File: config.mk
export PLATFORM = sky130hd
export DESIGN_NAME = vmd_ctrl
export DESIGN_NICKNAME = d
export VERILOG_FILES = /design/src/vmd_pkg.sv /design/src/vmd_ctrl.sv
export SDC_FILE = /design/constraint.sdc
export NUM_CORES = 1
export LEC_CHECK = 0
export BUFFER_PORTS_ARGS = -buffer_cell sky130_fd_sc_hd__buf_2
export CORE_AREA = 2 2 39 41
export CTS_CLUSTER_SIZE = 25
export DETAILED_ROUTE_END_ITERATION = 8
export DIE_AREA = 0 0 41 43
export HOLD_SLACK_MARGIN = 0.15
export PLACE_DENSITY = 0.66
export SYNTH_ARGS = -nofsm -noshare
export SYNTH_HDL_FRONTEND = slang
export SYNTH_SLANG_ARGS = --single-unit
File: constraint.sdc
create_clock -name clock -period 4 [get_ports clock]
set_input_delay 0.2 -clock clock [delete_from_list [all_inputs] [get_ports clock]]
set_output_delay 0.2 -clock clock [all_outputs]
set_load 0.01 [all_outputs]
File: src/vmd_pkg.sv
// Shared types, constants and the quarter-wave sine table of the vibrato delay.
// Used by vmd_ctrl, vmd_datapath and vibrato_modulated_delay; depends on nothing.
package vmd_pkg;

   // Sizing of the delay stores and the sine table.
   localparam int DELAY_LENGTH = 1024;
   localparam int CHANNELS     = 2;
   localparam int SINE_ENTRIES = 256;

   localparam int ADDR_W    = $clog2(DELAY_LENGTH);
   localparam int CH_W      = (CHANNELS > 1) ? $clog2(CHANNELS) : 1;
   localparam int MEM_DEPTH = CHANNELS * DELAY_LENGTH;
   localparam int MEM_AW    = $clog2(MEM_DEPTH);

   // Read positions carry 8 fraction bits and wrap over the whole store span.
   localparam int SPAN  = DELAY_LENGTH * 256;
   localparam int POS_W = $clog2(SPAN);

   // The signed delay is lifted by a multiple of the span so that it is never negative.
   localparam int OFFS   = SPAN * ((65536 + SPAN - 1) / SPAN);
   localparam int DMAX   = 262143 + 65535 + OFFS;
   localparam int DD_W   = $clog2(DMAX + 1);
   localparam int SUM_W  = DD_W + 1;
   localparam int QS     = DD_W + 1;
   localparam longint RECIP = (longint'(1) << QS) / SPAN;
   localparam int RECIP_W = $clog2(RECIP + 1);

   // Sine table addressing.
   localparam int ROM_AW     = $clog2(SINE_ENTRIES);
   localparam int IDX_W      = $clog2(SINE_ENTRIES + 1);
   localparam int QUAD_SPAN  = 32'h0040_0000;
   localparam longint HALF_PI_Q30 = 64'd1686629713;

   // Configuration register indexes.
   typedef enum logic [1:0] {
      REG_BYPASS      = 2'd0,
      REG_PHASE_STEP  = 2'd1,
      REG_BASE_DELAY  = 2'd2,
      REG_DEPTH_SWING = 2'd3
   } reg_index_type;

   typedef logic [14:0] sine_rom_type [SINE_ENTRIES];

   // One step of work that the controller orders from the datapath.
   typedef struct packed {
      logic            load;
      logic            sine;
      logic            delay;
      logic            quot;
      logic            rem;
      logic            write;
      logic            read0;
      logic            read1;
      logic            mix;
      logic            finish;
      logic [CH_W-1:0] ch;
   } vmd_cmd_type;

   typedef struct packed {
      logic       bypass;
      logic [1:0] active;
   } vmd_status_type;

   // Quarter-wave table from a Taylor series in unsigned Q30, rounded to Q15.
   function automatic sine_rom_type build_sine_rom();
      sine_rom_type rom;
      logic [63:0]  x;
      logic [63:0]  x2;
      logic [63:0]  term;
      longint       sum;
      longint       val;
      int           k;
      for (k = 0; k < SINE_ENTRIES; k++) begin
         x    = (64'(k) * HALF_PI_Q30) / SINE_ENTRIES;
         x2   = (x * x) >> 30;
         term = x;
         sum  = longint'(x);
         term = ((term * x2) >> 30) / 6;
         sum  = sum - longint'(term);
         term = ((term * x2) >> 30) / 20;
         sum  = sum + longint'(term);
         term = ((term * x2) >> 30) / 42;
         sum  = sum - longint'(term);
         term = ((term * x2) >> 30) / 72;
         sum  = sum + longint'(term);
         term = ((term * x2) >> 30) / 110;
         sum  = sum - longint'(term);
         if (sum < 0) begin
            sum = 0;
         end
         val = (sum + 16384) >>> 15;
         if (val > 32767) begin
            val = 32767;
         end
         rom[k] = 15'(val);
      end
      return rom;
   endfunction

   localparam sine_rom_type SINE_ROM = build_sine_rom();

endpackage

File: src/vmd_ctrl.sv
// Sequencer of the vibrato delay: steps each word through LFO, delay and channel taps.
// Depends on vmd_pkg for the command and status structs.
module vmd_ctrl (
   input  logic                    clock,
   input  logic                    reset,
   input  logic                    req_tvalid,
   output logic                    req_tready,
   output logic                    rsp_tvalid,
   input  logic                    rsp_tready,
   input  vmd_pkg::vmd_status_type status,
   output vmd_pkg::vmd_cmd_type    cmd
);

   typedef enum logic [3:0] {
      ST_IDLE,
      ST_SINE,
      ST_DELAY,
      ST_QUOT,
      ST_REM,
      ST_WRITE,
      ST_READ0,
      ST_READ1,
      ST_MIX,
      ST_FINISH
   } state_type;

   state_type                 state_ff, state_in;
   logic [vmd_pkg::CH_W-1:0]  ch_ff, ch_in;
   logic                      rsp_valid_ff, rsp_valid_in;
   logic [1:0]                ch_next;
   logic                      out_free;

   assign req_tready = (state_ff == ST_IDLE) && !reset;
   assign rsp_tvalid = rsp_valid_ff;
   assign out_free   = !rsp_valid_ff || rsp_tready;
   assign ch_next    = 2'(ch_ff) + 2'd1;

   always_comb begin
      cmd        = '0;
      cmd.ch     = ch_ff;
      cmd.load   = req_tvalid && (state_ff == ST_IDLE);
      cmd.sine   = (state_ff == ST_SINE);
      cmd.delay  = (state_ff == ST_DELAY);
      cmd.quot   = (state_ff == ST_QUOT);
      cmd.rem    = (state_ff == ST_REM);
      cmd.write  = (state_ff == ST_WRITE);
      cmd.read0  = (state_ff == ST_READ0);
      cmd.read1  = (state_ff == ST_READ1);
      cmd.mix    = (state_ff == ST_MIX);
      cmd.finish = (state_ff == ST_FINISH) && out_free;
   end

   always_comb begin
      state_in     = state_ff;
      ch_in        = ch_ff;
      rsp_valid_in = rsp_valid_ff && !rsp_tready;
      case (state_ff)
         ST_IDLE: begin
            if (req_tvalid) begin
               state_in = status.bypass ? ST_FINISH : ST_SINE;
            end
         end
         ST_SINE:  state_in = ST_DELAY;
         ST_DELAY: state_in = ST_QUOT;
         ST_QUOT:  state_in = ST_REM;
         ST_REM: begin
            ch_in    = '0;
            state_in = (status.active == 2'd0) ? ST_FINISH : ST_WRITE;
         end
         ST_WRITE: state_in = ST_READ0;
         ST_READ0: state_in = ST_READ1;
         ST_READ1: state_in = ST_MIX;
         ST_MIX: begin
            if (ch_next < status.active) begin
               ch_in    = ch_ff + 1'b1;
               state_in = ST_WRITE;
            end else begin
               state_in = ST_FINISH;
            end
         end
         ST_FINISH: begin
            if (out_free) begin
               rsp_valid_in = 1'b1;
               state_in     = ST_IDLE;
            end
         end
         default: state_in = ST_IDLE;
      endcase
   end

   always_ff @(posedge clock) begin
      if (reset) begin
         state_ff     <= ST_IDLE;
         ch_ff        <= '0;
         rsp_valid_ff <= 1'b0;
      end else begin
         state_ff     <= state_in;
         ch_ff        <= ch_in;
         rsp_valid_ff <= rsp_valid_in;
      end
   end

   a_accept_leaves_idle: assert property (@(posedge clock) disable iff (reset)
      (req_tvalid && req_tready) |=> (state_ff != ST_IDLE))
      else $error("accepted word did not start processing");

   a_finish_shows_result: assert property (@(posedge clock) disable iff (reset)
      cmd.finish |=> rsp_valid_ff)
      else $error("finished word not presented on the result channel");

   a_channel_in_range: assert property (@(posedge clock) disable iff (reset)
      cmd.write |-> (2'(cmd.ch) < status.active))
      else $error("channel step beyond the active channel count");

   a_stall_holds_finish: assert property (@(posedge clock) disable iff (reset)
      ((state_ff == ST_FINISH) && rsp_valid_ff && !rsp_tready) |=> (state_ff == ST_FINISH))
      else $error("result overwritten while the receiver stalls");

endmodule

---- Word-level counts from Yosys, hierarchy flattened ----
Index checks and enable logic that the tools add are counted.
word-level totals
  flip-flop bits (word level) ............. 6
  latch bits .............................. 0
  bits in writable memories ............... 0
  ROM bits ................................ 0
  input bits .............................. 7
  output and inout bits ................... 13
  word-level logic and storage cells ...... 41
  memories ................................ 0
cells by class
  $add $sub $neg .......................... 2
  multiply operators ...................... 0
  div/mod/pow operators ................... 0
  order comparisons ....................... 1
  eq/ne operators ......................... 12
  shift-type cells ........................ 0
  muxes and demuxes ....................... 10
  bitwise gates (word level) .............. 0
  reduce and logical (&&, ||, !) cells .... 13
operator list
  cell                 count
  $pmux 4 s10          1
  $mux 4               5
  $eq 4x3->1 const B   4
  $eq 4x2->1 const B   2
  $eq 4x4->1 const B   2
  $eq 4x1->1 const B   1
  $logic_and 1x1->1    4
  $logic_not 4->1      1
  $ne 2x2->1 const B   2
  $reduce_and 2->1     2
  $logic_not 1->1      3
  $mux 1               3
  $add 1x1->2 const B  1
  $logic_not 2->1      1
  $lt 2x2->1           1
  $ne 2x1->1 const B   1
  $pmux 1 s2           1
  $reduce_bool 2->1    1
  $add 1x1->1 const B  1
  $logic_or 1x1->1     1

---- Longest topological paths before layout ----
  word-level depth ........................ 4
  mapped depth ............................ 6
  mapped depth without buffers ............ 6

---- Least setup slack after synthesis ----
OpenSTA, ideal clock, no wires.
  path kind ............................... register -> register
  from .................................... register ch_ff
  to ...................................... register ch_ff
  setup time .............................. 0.064 ns
  data arrival time ....................... 1.370 ns
  required time ........................... 3.936 ns
  setup slack ............................. 2.566 ns
  stages on the path, launching flop included .. 6
  buffers on the path ..................... 0
  period minus slack after synthesis ...... 1.434 ns
  cell sequence ........................... dfxtp_1 -> ha_1 -> or2b_2 -> nor3b_2 -> mux2_2 -> nor2_1
on the way
  cells in the longest elaborated chain, start to end .. 4
  elaborated cells on any way between the ends .. 7
  those cells by class .................... 2 x add/sub; 1 x order compare; 1 x eq/ne; 2 x mux; 1 x reduce/logical
ends and longest elaborated chain
  element                     RTL line        text
  from (decl)                 vmd_ctrl.sv:28  logic [vmd_pkg::CH_W-1:0] ch_ff, ch_in;
  from (signal assigned)      vmd_ctrl.sv:98  ch_ff <= ch_in;
  $add 1x1->2                 vmd_ctrl.sv:36  assign ch_next = 2'(ch_ff) + 2'd1;
  $lt 2x2->1                  vmd_ctrl.sv:74  if (ch_next < status.active) begin
  $ne 2x1->1 (no line)        -
  $reduce_and 2->1 (no line)  -
Several ways; a longest one is shown, not always the timed one. The select of a mux whose other input is x is not followed.
A chain may end at the register's enable or synchronous reset.

==> results.toml <==
[status]
status = "finished clean"

[power_and_ir_drop]
irDropWorstVdd_uv = 204
p_comb_frac = 0.428
seqPwrFrac = 0.377
p_int_mw = 0.165
powerDensity_nw_per_um2 = 466
clkPwrFrac = 0.194
switching_power_mw = 0.106
leakage_nw = 0.281
swShare = 0.391

[hold_path]
holdCritPathClass = "in2reg"

[cells_and_area]
n_fill_cell = 151
area_growth_pct = 19.2
layout-drive-gt1-share = 0.403
antenna_cells = 0
register_area_um2 = 120
design_area_um2 = 582
multi_input_area_um2 = 313
fin_nets = 87

[synthesis]
synth_area_leaders = "dfxtp_1, nor2_1, or2b_2"
postSynthAreaPerCell_um2 = 8.27
synth_flop_cell = "dfxtp_1"
synth_fp_nets = 67
synth_common_cells = "nor2_1, dfxtp_1, nor3_1"
yosys.area.top_type = "dfxtp_1"
synthCells = 59
yosys.area.top_type_share = 0.246
syn_area_um2 = 488
synth-seq-cells = 6
synthArstFlopShare = 0
ys_seq_area_frac = 0.246
synth_cell_types = 31
synth_most_common_cell = "nor2_1"
synth_edf_count = 0
ys_warn_count = 0

[sta]
timing.final.hold_violations = 0
fmax_mhz = 539
worst_slew_pin_slew_ps = 452
rsz0062_at_grt = "false"
holdWs_ps = 203
timing.final.crit_share = 0.464
drv_slew = 0
fin_skew_ps = 2.54
tns_ps = 0
slew_headroom = 0.698
period_needed_ps = 1850
setup_viol = 0

[route]
routed_wl_um = 994
routed_via_density = 5.04
wire_per_inst_um = 10.7
firstDrtPassIters = 3
vias = 469
drtIter0Drc = 3
drtAntennaViolNets = 0
drc = 0

[worst_setup_path]
worstSetupEndpointType = "output port"
path_max_fanout = 11
cp.required_ps = 3800
start_kind = "flop"
arrival_ps = 1650
worstSetupPathType = "reg2out"

[run]
max_cap_violations = 0

[floorplanning]
fp-row-count = 14
die-area_um2 = 1760
fp.coreArea_um2 = 1380
initial_core_util = 0.353
pin_count = 20
die_h_um = 43
die_x_um = 41

[grt]
grt_overflow = 0
grt_pass1_wl_mm = 1.55
grt_max_degree = 16
grt_pass1_vias = 407
grt_antenna_before_repair = 0
grtUsageTotal = 0.132

[placed_design]
portBuffers = 19
dp_hpwl_um = 796
gp_congestion = 0.680
place_area_um2 = 559

[clocking]
cts_max_level = 1
cts.hold.buffers_added = 0
path_clk_slew_ps = 40
clk-insertion-delay-late_ps = 240
cts-root-buf = "clkbuf_4"
numCtsBuffers = 3
post_cts_resized = 0
cts.sinks = 6
cts_tree = "done"
post_cts_buffers = 0
cts_buffer_depth = 2
through the flow:
step / instances / total power [mW] / util / worst slack (ps)
final: 93 / 0.271 / 0.420 / 2150
after detailed placement: 90 / 0.221 / 0.404 / 2400
after floorplan: 59 / 0.202 / - / 2570
after CTS: 93 / 0.276 / 0.420 / 2130
after global routing: 93 / 0.296 / 0.420 / 2030
after global placement: 90 / 0.218 / 0.404 / 2410
cell families after synthesis:
| logic type | count (synthesis) | share of synthesized area |
|---|---|---|
| muxes | 2 | 0.0436 |
| DFF | 6 | 0.246 |
| xor gates and xnor gates | 1 | 0.0180 |
| AOI/OAI and AO/OA | 11 | 0.167 |
| buffers and inverters | 7 | 0.113 |
| adders and majority gates | 1 | 0.0256 |
| and+or+nand+nor | 31 | 0.387 |
worst max-delay path, stage by stage, from the launching register on:
cell,delay [ps]
dfxtp_1,540
nand2b_1,140
or3b_1,410
and2b_1,210
buf_2,120
worst paths after layout:
path | to | slack, ps | start | depth (start not counted)
worst min register to register | rsp_tvalid$_SDFF_PP0_ | 520 | rsp_tvalid$_SDFF_PP0_ | 2
worst max register to register | ch_ff$_SDFFE_PP0P_ | 2390 | state_ff[3]$_SDFFE_PP0P_ | 4
worst max-delay path | cmd[1] | 2150 | state_ff[0]$_SDFFE_PP0P_ | 4
worst min-delay path | ch_ff$_SDFFE_PP0P_ | 200 | reset | 2
placed cells by master (no fill, tap or decap), drive strengths merged, types with 2 or more instances in the layout:
cell,synthesis,layout
clkbuf,1,3
a21oi,4,4
nand2b,4,4
dfxtp,6,6
inv,3,3
nand2,3,3
nor3,6,6
and3,2,2
nor2,7,7
buf,3,19
or2b,3,3
state kept, by name, indices dropped and copies added, names as in the netlist:
signal,flops
ch_ff,1
rsp_tvalid,1
state_ff,4
power groups by stage:
stage          clock network [mW]  logic (mW)  registers [mW]
2_1_floorplan                   0       0.119          0.0824
3_3_place_gp                    0       0.116           0.102
3_5_place_dp                    0       0.117           0.103
4_1_cts                    0.0561       0.118           0.102
5_1_grt                    0.0595       0.131           0.106
6_report                   0.0528       0.116           0.102
routing by layer:
layer,global-route usage,wire [um],vias to the layer above
met5,0,0,-
met4,0.0600,0,0
met3,0.0628,56,0
met2,0.213,503,13
met1,0.136,434,210
li1,-,-,246
area by class of cell:
class | instances | area share
multi-input cells | 46 | 0.538
flip-flops and latches | 6 | 0.206
repair buffers | 19 | 0.163
clock buffers | 3 | 0.0387
well taps | 16 | 0.0344
inverters | 3 | 0.0194
Power figures use the tool's default switching activity.
